--- src/hw/rtl/scc_pkg.sv ---
// scc_pkg: shared constants, types and helpers of the sector cache tag engine
// used by scc_tag_ram, scc_slot_flags and sector_cache_clock_replacement
`default_nettype none

package scc_pkg;

    localparam int ENTRIES     = 64;
    localparam int SECTOR_BITS = 32;
    localparam int IDX_W       = (ENTRIES > 1) ? $clog2(ENTRIES) : 1;

    localparam int SECTOR_W    = 32;   // width of the sector port field
    localparam int SLOT_W      = 6;    // width of the slot port field
    localparam int OUTCOME_W   = 2;

    localparam logic [IDX_W-1:0] LAST_IDX = IDX_W'(ENTRIES - 1);

    // outcome codes
    localparam logic [OUTCOME_W-1:0] OUT_HIT   = 2'd0;
    localparam logic [OUTCOME_W-1:0] OUT_FILL  = 2'd1;
    localparam logic [OUTCOME_W-1:0] OUT_EVICT = 2'd2;

    typedef logic [IDX_W-1:0]       t_idx;
    typedef logic [SECTOR_BITS-1:0] t_tag;

    // operations on the per-slot flag bits and the clock hand
    typedef enum logic [2:0] {
        FOP_NONE,
        FOP_CLR_ACC,
        FOP_CLR_DIRTY,
        FOP_TOUCH,
        FOP_INSTALL,
        FOP_SET_HAND
    } t_flag_op;

    typedef struct packed {
        t_flag_op op;
        t_idx     idx;
        logic     wr;
    } t_flag_cmd;

    typedef struct packed {
        logic valid;
        logic accessed;
        logic dirty;
        t_idx hand;
    } t_flag_rd;

    // slot after n, wrapping at the last slot
    function automatic t_idx next_slot(input t_idx n);
        t_idx r;
        if (n == LAST_IDX) begin
            r = '0;
        end else begin
            r = n + 1'b1;
        end
        return r;
    endfunction

endpackage

`default_nettype wire

--- src/hw/rtl/scc_tag_ram.sv ---
// scc_tag_ram: tag store of the sector cache, one write and one read port
// depends on scc_pkg
`default_nettype none

module scc_tag_ram
    import scc_pkg::*;
(
    input  wire logic i_clk,
    input  wire logic i_we,
    input  wire t_idx i_waddr,
    input  wire t_tag i_wdata,
    input  wire t_idx i_raddr,
    output t_tag      o_rdata
);

    t_tag r_mem [ENTRIES];
    t_tag r_rdata;

    // write port
    always_ff @(posedge i_clk) begin
        if (i_we) begin
            r_mem[i_waddr] <= i_wdata;
        end
    end

    // registered read port
    always_ff @(posedge i_clk) begin
        r_rdata <= r_mem[i_raddr];
    end

    assign o_rdata = r_rdata;

endmodule

`default_nettype wire

--- src/hw/rtl/scc_slot_flags.sv ---
// scc_slot_flags: valid, accessed and dirty bits of every slot plus the clock hand
// depends on scc_pkg
`default_nettype none

module scc_slot_flags
    import scc_pkg::*;
(
    input  wire logic      i_clk,
    input  wire logic      i_rst_n,
    input  wire t_flag_cmd i_cmd,
    input  wire t_idx      i_rd_idx,
    output t_flag_rd       o_rd
);

    logic [ENTRIES-1:0] r_valid;
    logic [ENTRIES-1:0] r_acc;
    logic [ENTRIES-1:0] r_dirty;
    t_idx               r_hand;

    // flag updates, one slot per cycle
    always_ff @(posedge i_clk) begin
        if (!i_rst_n) begin
            r_valid <= '0;
            r_acc   <= '0;
            r_dirty <= '0;
            r_hand  <= '0;
        end else begin
            unique case (i_cmd.op)
                FOP_NONE: begin
                end
                FOP_CLR_ACC: begin
                    r_acc[i_cmd.idx] <= 1'b0;
                end
                FOP_CLR_DIRTY: begin
                    r_dirty[i_cmd.idx] <= 1'b0;
                end
                FOP_TOUCH: begin
                    r_acc[i_cmd.idx] <= 1'b1;
                    if (i_cmd.wr) begin
                        r_dirty[i_cmd.idx] <= 1'b1;
                    end
                end
                FOP_INSTALL: begin
                    r_valid[i_cmd.idx] <= 1'b1;
                    r_acc[i_cmd.idx]   <= 1'b1;
                    r_dirty[i_cmd.idx] <= i_cmd.wr;
                end
                FOP_SET_HAND: begin
                    r_hand <= i_cmd.idx;
                end
                default: begin
                end
            endcase
        end
    end

    // read of the selected slot
    assign o_rd.valid    = r_valid[i_rd_idx];
    assign o_rd.accessed = r_acc[i_rd_idx];
    assign o_rd.dirty    = r_dirty[i_rd_idx];
    assign o_rd.hand     = r_hand;

endmodule

`default_nettype wire

--- src/hw/rtl/sector_cache_clock_replacement.sv ---
// sector_cache_clock_replacement: top level of the sector cache tag and replacement engine
// depends on scc_pkg, scc_tag_ram, scc_slot_flags
//
//   channel  direction  handshake           payload
//   input    in         i_valid / o_stall   i_cmd, i_sector
//   output   out        o_valid / i_stall   o_slot, o_outcome, o_fill_needed,
//                                           o_writeback_needed, o_victim_sector
//
// one transaction at a time; the tag scan reads one slot per cycle from the tag ram
// a hit ends the scan at the matching slot; a miss scans every slot, then fills the first empty one
// an eviction adds a clock sweep, one step per cycle, then a read of the victim tag
// o_stall is high whenever the sequencer is busy; a stalled result holds the update
// reset clears all slot flags and the hand; the tag ram needs no clearing
`default_nettype none

module sector_cache_clock_replacement
    import scc_pkg::*;
(
    input  wire logic                 i_clk,
    input  wire logic                 i_rst_n,
    input  wire logic                 i_valid,
    output logic                      o_stall,
    input  wire logic                 i_cmd,
    input  wire logic [SECTOR_W-1:0]  i_sector,
    output logic                      o_valid,
    input  wire logic                 i_stall,
    output logic [SLOT_W-1:0]         o_slot,
    output logic [OUTCOME_W-1:0]      o_outcome,
    output logic                      o_fill_needed,
    output logic                      o_writeback_needed,
    output logic [SECTOR_W-1:0]       o_victim_sector
);

    typedef enum logic [2:0] {
        S_IDLE,
        S_SCAN,
        S_SWEEP,
        S_VREAD,
        S_VCAP,
        S_UPDATE
    } t_state;

    t_state                r_state;
    logic                  r_wr;
    t_tag                  r_sector;
    t_idx                  r_cnt;
    t_idx                  r_pidx;
    logic                  r_rd_vld;
    logic                  r_have_empty;
    t_idx                  r_empty;
    t_idx                  r_ptr;
    logic                  r_pass;
    t_idx                  r_slot;
    logic [OUTCOME_W-1:0]  r_outcome;
    t_tag                  r_victim;

    logic                  r_ovld;
    logic [SLOT_W-1:0]     r_oslot;
    logic [OUTCOME_W-1:0]  r_ooutcome;
    logic                  r_ofill;
    logic                  r_owb;
    logic [SECTOR_W-1:0]   r_ovictim;

    t_flag_cmd             flag_cmd;
    t_flag_rd              flag_rd;
    t_idx                  flag_idx;
    t_idx                  ram_raddr;
    t_tag                  ram_rdata;
    logic                  ram_we;
    logic                  out_free;
    logic                  tag_hit;
    logic                  sweep_take;
    t_idx                  hand_next;

    assign o_stall   = (r_state != S_IDLE);
    assign out_free  = !r_ovld || !i_stall;
    assign tag_hit   = r_rd_vld && flag_rd.valid && (ram_rdata == r_sector);
    assign hand_next = next_slot(flag_rd.hand);
    assign sweep_take = (r_ptr != flag_rd.hand) && !flag_rd.accessed && !flag_rd.dirty;
    assign flag_idx  = (r_state == S_SWEEP) ? r_ptr : r_pidx;
    assign ram_raddr = (r_state == S_VREAD) ? r_slot : r_cnt;
    assign ram_we    = (r_state == S_UPDATE) && out_free && (r_outcome != OUT_HIT);

    // flag command from the sequencer
    always_comb begin
        flag_cmd.op  = FOP_NONE;
        flag_cmd.idx = r_ptr;
        flag_cmd.wr  = r_wr;
        priority case (r_state)
            S_SWEEP: begin
                if (r_ptr == flag_rd.hand) begin
                    if (r_pass) begin
                        flag_cmd.op  = FOP_SET_HAND;
                        flag_cmd.idx = hand_next;
                    end
                end else if (sweep_take) begin
                    flag_cmd.op = FOP_SET_HAND;
                end else begin
                    flag_cmd.op = r_pass ? FOP_CLR_DIRTY : FOP_CLR_ACC;
                end
            end
            S_UPDATE: begin
                flag_cmd.idx = r_slot;
                if (out_free) begin
                    flag_cmd.op = (r_outcome == OUT_HIT) ? FOP_TOUCH : FOP_INSTALL;
                end
            end
            default: begin
            end
        endcase
    end

    scc_tag_ram u_tag_ram (
        .i_clk   (i_clk),
        .i_we    (ram_we),
        .i_waddr (r_slot),
        .i_wdata (r_sector),
        .i_raddr (ram_raddr),
        .o_rdata (ram_rdata)
    );

    scc_slot_flags u_slot_flags (
        .i_clk   (i_clk),
        .i_rst_n (i_rst_n),
        .i_cmd   (flag_cmd),
        .i_rd_idx(flag_idx),
        .o_rd    (flag_rd)
    );

    // sequencer and result register
    always_ff @(posedge i_clk) begin
        if (!i_rst_n) begin
            r_state  <= S_IDLE;
            r_ovld   <= 1'b0;
            r_rd_vld <= 1'b0;
        end else begin
            if (r_ovld && !i_stall) begin
                r_ovld <= 1'b0;
            end
            unique case (r_state)
                S_IDLE: begin
                    if (i_valid) begin
                        r_wr         <= i_cmd;
                        r_sector     <= SECTOR_BITS'(i_sector);
                        r_cnt        <= '0;
                        r_rd_vld     <= 1'b0;
                        r_have_empty <= 1'b0;
                        r_victim     <= '0;
                        r_state      <= S_SCAN;
                    end
                end
                S_SCAN: begin
                    // issue the next tag read while comparing the previous one
                    if (r_cnt != LAST_IDX) begin
                        r_cnt <= r_cnt + 1'b1;
                    end
                    r_pidx   <= r_cnt;
                    r_rd_vld <= 1'b1;
                    if (tag_hit) begin
                        r_slot    <= r_pidx;
                        r_outcome <= OUT_HIT;
                        r_state   <= S_UPDATE;
                    end else if (r_rd_vld) begin
                        if (!flag_rd.valid && !r_have_empty) begin
                            r_have_empty <= 1'b1;
                            r_empty      <= r_pidx;
                        end
                        if (r_pidx == LAST_IDX) begin
                            if (r_have_empty) begin
                                r_slot    <= r_empty;
                                r_outcome <= OUT_FILL;
                                r_state   <= S_UPDATE;
                            end else if (!flag_rd.valid) begin
                                r_slot    <= r_pidx;
                                r_outcome <= OUT_FILL;
                                r_state   <= S_UPDATE;
                            end else begin
                                r_ptr     <= hand_next;
                                r_pass    <= 1'b0;
                                r_outcome <= OUT_EVICT;
                                r_state   <= S_SWEEP;
                            end
                        end
                    end
                end
                S_SWEEP: begin
                    // one slot of the clock sweep per cycle
                    if (r_ptr == flag_rd.hand) begin
                        if (r_pass) begin
                            r_slot  <= hand_next;
                            r_state <= S_VREAD;
                        end else begin
                            r_pass <= 1'b1;
                            r_ptr  <= hand_next;
                        end
                    end else if (sweep_take) begin
                        r_slot  <= r_ptr;
                        r_state <= S_VREAD;
                    end else begin
                        r_ptr <= next_slot(r_ptr);
                    end
                end
                S_VREAD: begin
                    r_state <= S_VCAP;
                end
                S_VCAP: begin
                    r_victim <= ram_rdata;
                    r_state  <= S_UPDATE;
                end
                S_UPDATE: begin
                    if (out_free) begin
                        r_ovld     <= 1'b1;
                        r_oslot    <= SLOT_W'(r_slot);
                        r_ooutcome <= r_outcome;
                        r_ofill    <= (r_outcome != OUT_HIT);
                        r_owb      <= (r_outcome == OUT_EVICT);
                        r_ovictim  <= SECTOR_W'(r_victim);
                        r_state    <= S_IDLE;
                    end
                end
                default: begin
                    r_state <= S_IDLE;
                end
            endcase
        end
    end

    assign o_valid            = r_ovld;
    assign o_slot             = r_oslot;
    assign o_outcome          = r_ooutcome;
    assign o_fill_needed      = r_ofill;
    assign o_writeback_needed = r_owb;
    assign o_victim_sector    = r_ovictim;

endmodule

`default_nettype wire
--- config.mk ---
export PLATFORM = sky130hd
export DESIGN_NAME = sector_cache_clock_replacement
export DESIGN_NICKNAME = d
export VERILOG_FILES = /design/src/hw/rtl/scc_pkg.sv /design/src/hw/rtl/scc_tag_ram.sv /design/src/hw/rtl/scc_slot_flags.sv /design/src/hw/rtl/sector_cache_clock_replacement.sv
export SDC_FILE = /design/constraint.sdc
export NUM_CORES = 2
export LEC_CHECK = 0
export ABC_AREA = 1
export BUFFER_PORTS_ARGS = -buffer_cell sky130_fd_sc_hd__buf_2
export CORE_MARGIN = 4
export CORE_UTILIZATION = 45
export DETAILED_ROUTE_END_ITERATION = 10
export PLACE_DENSITY = 0.68
export SYNTH_ARGS = -nofsm -noshare
export SYNTH_HDL_FRONTEND = slang
export SYNTH_HIERARCHICAL = 1
export SYNTH_SLANG_ARGS = --single-unit
--- constraint.sdc ---
create_clock -name i_clk -period 5 [get_ports i_clk]
set_input_delay 0.75 -clock i_clk [delete_from_list [all_inputs] [get_ports i_clk]]
set_output_delay 0.75 -clock i_clk [all_outputs]
set_load 0.005 [all_outputs]
### Word level (Yosys, flattened, before mapping)

Memories as Yosys holds them, arrays and structs flattened. A register that Yosys moved wholly into a read port is not among the register bits.
Cells that the tools add are included.

| word-level totals | value |
|---|---|
| RAM bits | 2048 |
| flip-flop bits (word level) | 344 |
| output and inout port bits | 44 |
| logic and storage cells | 195 |
| memories kept | 1 |
| input bits | 37 |

| cells by class | value |
|---|---|
| eq/ne operators | 36 |
| multiplexer cells | 80 |
| add/subtract/negate cells | 3 |
| magnitude comparators | 3 |
| bitwise gates (word level) | 7 |
| reductions and logical operators | 42 |

Memories:

| memory | depth | bits a word | rd ports | clocked after Yosys merged registers in | wr ports | RTL line | source |
|---|---|---|---|---|---|---|---|
| u_tag_ram.r_mem | 64 | 32 | 1 | 1 | 1 | scc_tag_ram.sv:16 | `t_tag r_mem [ENTRIES];` |

Operators with widths:

| cell | count |
|---|---|
| 64-bit OR | 3 |
| 64-bit case mux with 3 select lines | 1 |
| 6-bit 2-to-1 mux | 23 |
| 64-bit AND | 2 |
| 64-bit case mux with 2 select lines | 1 |
| 64-bit bitwise mux | 1 |
| 64-bit 2-to-1 mux | 1 |
| 64-bit inverter | 1 |
| 32-bit case mux with 2 select lines | 1 |
| 3-bit 2-to-1 mux | 14 |
| 6-bit case mux with 2 select lines | 3 |
| 32-bit equality test | 1 |
| 32-bit 2-to-1 mux | 1 |
| 2-bit != test, second input constant | 10 |
| 1-bit 2-to-1 mux | 19 |
| 6-bit by 1-bit adder with 6-bit output, second input constant | 3 |
| 1-bit binary-select mux with 6-bit select | 3 |
| 6-bit equality test, second input constant | 3 |
| 3-bit case mux with 6 select lines | 1 |
| 9-bit case mux with 2 select lines | 1 |
| 6-bit by 7-bit less-than comparator with 1-bit output, second input constant | 2 |
| 2-bit nonzero test | 7 |
| 3-bit by 2-bit equality test with 1-bit output, second input constant | 4 |
| 3-bit equality test, second input constant | 4 |
| 30 further kinds | 61 |

### Longest topological paths before layout

| logic depth | value |
|---|---|
| depth after elaboration | 17 |
| gate-level depth with buffers | 30 |

### Modules after synthesis

The synthesis kept the hierarchy.

By module, submodules not included:

| module | instances | cells each | area each (µm²) |
|---|---|---|---|
| scc_tag_ram | 1 | 6785 | 82785.6 |
| scc_slot_flags | 1 | 1352 | 9725.6 |
| sector_cache_clock_replacement | 1 | 655 | 6673.9 |

### Worst setup path after synthesis

Ideal clock, no wire load.

| path | value |
|---|---|
| kind | in2reg |
| start point | input i_stall |
| end point | memory u_tag_ram/r_mem[48][0] (netlist name) (enable) |
| path buffers | 1 |
| stages | 8 |
| setup time | 0.461 ns |
| arrival time | 3.819 ns |
| required time | 4.539 ns |
| slack | 0.720 ns |
| cell sequence | nand2_1 > inv_1 > nor2_1 > inv_1 > nor2_1 > clkbuf_1 > inv_1 > nor3_1 |

| on the way | value |
|---|---|
| cells in the longest elaborated chain, start to end | 6 |

Ends and longest elaborated chain:

| item | RTL line | source |
|---|---|---|
| start, declared | sector_cache_clock_replacement.sv:26 | `input wire logic i_stall,` |
| 1-bit zero test | sector_cache_clock_replacement.sv:76 | `assign out_free = !r_ovld \|\| !i_stall;` |
| 1-bit logical OR | sector_cache_clock_replacement.sv:76 |  |
| 1-bit logical AND (2 in series) | sector_cache_clock_replacement.sv:82 | `assign ram_we = (r_state == S_UPDATE) && out_free && (r_outcome != OUT_HIT);` |
| named net ram_we | sector_cache_clock_replacement.sv:69 | `logic ram_we;` |
| 1-bit 2-to-1 mux | scc_tag_ram.sv:21 | `if (i_we) begin` |
| 1-bit 2-to-1 mux (not written as such) | scc_tag_ram.sv:22 | `r_mem[i_waddr] <= i_wdata;` |
| end, declared | scc_tag_ram.sv:16 |  |

The timed path passes the listed nets, and every way through them passes these cells.

==> results.json <==
{
  "status": "finished, final reports clean",
  "finalWeightedCongestion": 0.903,
  "tritoncts": "done",
  "num_rows": 172,
  "synth.avg_cell_area_um2": 11.3,
  "vias_per_cell": 5.82,
  "pwr_density_cell_nw_per_um2": 507,
  "fin_area_um2": 111000,
  "synth_cell_types": 52,
  "ctsHtreeMaxLevel": 4,
  "drt_iter0_markers": 9516,
  "die_x_um": 477,
  "synth_flop_cell": "edfxtp_1",
  "r2r_slack_ps": 190,
  "start_util_pct": 45.2,
  "path_delay_family": "simple AND/OR/NAND/NOR gates",
  "cts_sinks": 2424,
  "wl_um": 292000,
  "grt_pass1_wl_um": 424000,
  "slowest_delay_ps": 380,
  "synth_most_common_cell": "nand2_1",
  "ys_top_cells_by_count": "nand2_1 (2735), edfxtp_1 (2189), nand3_1 (2090)",
  "critical_path_buf_inv_count": 5,
  "critPathRequiredTime_ps": 5780,
  "clk_latency_ps": 900,
  "vias": 69007,
  "dpl-instance-area_um2": 103000,
  "drc": 0,
  "finalMaxSlewViolations": 0,
  "hold_class": "in -> reg",
  "synth_seq_cells": 2424,
  "ff2ff_path_depth": 22,
  "drtAntennaViolNets": 0,
  "die-area_um2": 228000,
  "fin_nets": 8827,
  "vdd_drop_max_mv": 0.341,
  "critPathMaxFanout": 53,
  "synth_area_leaders": "edfxtp_1 (66%), nand3_1 (11%), nand2_1 (10%)",
  "drive_gt1_share_pct": 9.19,
  "crit_chain": "inv_1, nor3_4, inv_2, nor2_2, o21bai_4, inv_8, nand3_1, nand3_1, nand2_1, nand2_1, nand3_1, nand3_1, nand2_1, o21ai_1, or2_1, o21ai_0, inv_2, nor3_2, or2_2, buf_12, nand2_1, a21oi_1",
  "portBuffers": 80,
  "endpoint_kind": "register",
  "holdPathStages": 1,
  "synthArstFlopShare_pct": 0,
  "hold_path_end": "r_sector[4]$_DFFE_PP_",
  "final_cells": 11855,
  "worstHoldStart": "i_sector[4]",
  "start_kind": "register",
  "cts_max_path_buffers": 3,
  "grt_pass1_vias": 64159,
  "cap_violations": 0,
  "synth_top_area_share_pct": 66.3,
  "leakage_nw": 39.2,
  "clock_skew_ps": 63.5,
  "cp_slowest_cell": "nor3_4",
  "ys_seq_area_share_pct": 71.0,
  "path_class": "reg -> reg",
  "placedCellCount": 11417,
  "layout_worst_path_cycle_share_pct": 96.2,
  "fmaxAchievable_mhz": 208,
  "synth_warnings": 6,
  "hpwlAfterDp_um": 167000,
  "hold_viol_final": 0,
  "grt-ovfl-total": 0,
  "timing.hold.ws_ps": 67.8,
  "worst_pin_slew_ps": 1270,
  "routedWlPerCell_um": 24.6,
  "n_fill_cell": 18687,
  "slew-limit-headroom_pct": 15.6,
  "cts.reportedPaths.clkPinSlew_ps": 60,
  "numCtsBuffers": 235,
  "r2r-start": "r_state[1]$_SDFFE_PN0P_",
  "area_growth_pct": 11.8,
  "die_h_um": 477,
  "antenna_found_initial": 14,
  "ios": 81,
  "drt-pass1-iter-count": 8,
  "cts-root-buf": "clkbuf_16",
  "grt_max_degree": 176,
  "arrival_ps": 5590,
  "yosysTopAreaCell": "edfxtp_1",
  "setup_viol": 0,
  "synth_edf_count": 2189,
  "netlist_area_um2": 99200,
  "synth_nets": 8832,
  "grt_usage_pct": 24.8,
  "syn_inst": 8792,
  "fin_crit_ps": 4810,
  "design.core.area_um2": 220000
}
==> logic make-up (layout without fill, tap and decap cells) <==
family | Yosys count | in the layout | synth area share, %
AO/OA/AOI/OAI | 374 | 375 | 2.48
other | 0 | 3 | 0
flip-flops | 2424 | 2424 | 71.0
buffers and inverters | 761 | 949 | 3.66
XOR/XNOR | 17 | 17 | 0.150
adder cells (fa/ha/maj) | 3 | 3 | 0.0378
AND/OR/NAND/NOR | 5213 | 5213 | 22.7
==> through the flow <==
| step | setup TNS (ps) | total power [W] | setup slack (ps) | util, % |
|---|---|---|---|---|
| finish | 0 | 0.0562 | 192 | 50.5 |
| global route | -32.5 | 0.0583 | -13.9 | 50.5 |
| CTS | 0 | 0.0560 | 95.2 | 50.5 |
| detailed placement | -254 | 0.0386 | -51.0 | 47.0 |
| global placement | -23.2 | 0.0383 | -23.2 | 47.0 |
| floorplan | 0 | 0.0332 | 720 | - |
==> worst max-delay path by stage <==
stage / start / endpoint / slack [ps] / depth (start not counted)
3_5_place_dp: r_state[2]$_SDFFE_PN0P_ / u_slot_flags/r_dirty[59]$_SDFFE_PN0P_ / -50 / 23
5_1_grt: r_state[1]$_SDFFE_PN0P_ / register / -10 / 22
6_report: r_state[1]$_SDFFE_PN0P_ / register / 190 / 22
2_1_floorplan: i_stall / u_tag_ram/r_mem[48][0]$_DFFE_PP_ / 720 / 8
3_3_place_gp: r_state[1]$_SDFFE_PN0P_ / u_slot_flags/r_dirty[59]$_SDFFE_PN0P_ / -20 / 24
4_1_cts: r_state[2]$_SDFFE_PN0P_ / u_slot_flags/r_dirty[29]$_SDFFE_PN0P_ / 100 / 23
==> worst reg2reg max path: cells and delay by family, from the launching register on <==
| kind | cells | cell delay (ps) |
|---|---|---|
| compound gates | 4 | 850 |
| buf+inv | 5 | 980 |
| flops | 1 | 350 |
| simple gates | 13 | 2530 |
==> registers in the layout, indices dropped and copies added (netlist names), 2 cells and up, named ones only <==
signal and cells:
u_slot_flags/r_hand 6, u_tag_ram/o_rdata 32, r_victim 32, r_pidx 6, u_slot_flags/r_dirty 64, o_victim_sector 32
r_sector 32, o_outcome 2, u_tag_ram/r_mem 2048, r_ptr 6, r_slot 6, r_empty 6
u_slot_flags/r_valid 64, r_outcome 2, r_state 3, o_slot 6, r_cnt 6
==> layer usage <==
metal	vias to the layer above	routed length [um]	track usage, %
li1	30857	-	-
met1	33486	115000	35.0
met2	4081	128000	36.9
met3	573	37800	6.43
met4	10	11100	9.23
met5	-	74	0
==> layout by cell type (no fill, tap or decap), types with 6 or more instances in the layout <==
cell	instances
inv_16	6
a31oi_1	34
clkinvlp_4	11
xor2_1	8
dfxtp_1	235
buf_4	202
or2_2	7
o22ai_1	6
clkbuf_1	43
bufinv_16	23
nor3_1	14
edfxtp_1	2189
inv_2	12
o21ai_4	7
o21ai_1	6
clkinv_1	61
a211oi_2	32
clkinv_2	37
nor2_4	64
clkbuf_8	6
a21oi_1	152
o211a_1	29
clkbuf_16	237
buf_12	35
nor2_2	7
nand3_2	16
xnor2_1	9
nand3_1	2090
o31ai_1	34
nand4_1	9
buf_2	80
nand2_1	2735
o21ai_0	50
inv_1	171
nor2_1	251
==> area by class of cell <==
| class | count | area, um^2 | area share, % |
|---|---|---|---|
| sequential | 2424 | 70400 | 63.5 |
| multi-input combinational | 5608 | 25700 | 23.2 |
| clock buffer | 286 | 6170 | 5.57 |
| tap | 2871 | 3590 | 3.24 |
| timing repair buffer | 320 | 2650 | 2.39 |
| clock inverter | 145 | 1470 | 1.33 |
| inverter | 198 | 807 | 0.728 |
| antenna | 3 | 7.51 | 0.00677 |
==> power by group <==
part	switching (W)	internal (W)
combinational	0.0115	0.00377
sequential	0.000452	0.0228
clock	0.00766	0.00996
total	0.0196	0.0366
==> timing repair <==
item	in CTS	in global routing
setup buffers	0	2
hold endpoints to repair	1	0
hold buffers	1	0
pin swaps	0	1
endpoints found under the setup margin	48	108
gates resized for setup	1	8
gates cloned	0	1
Power figures use the tool's default switching activity.
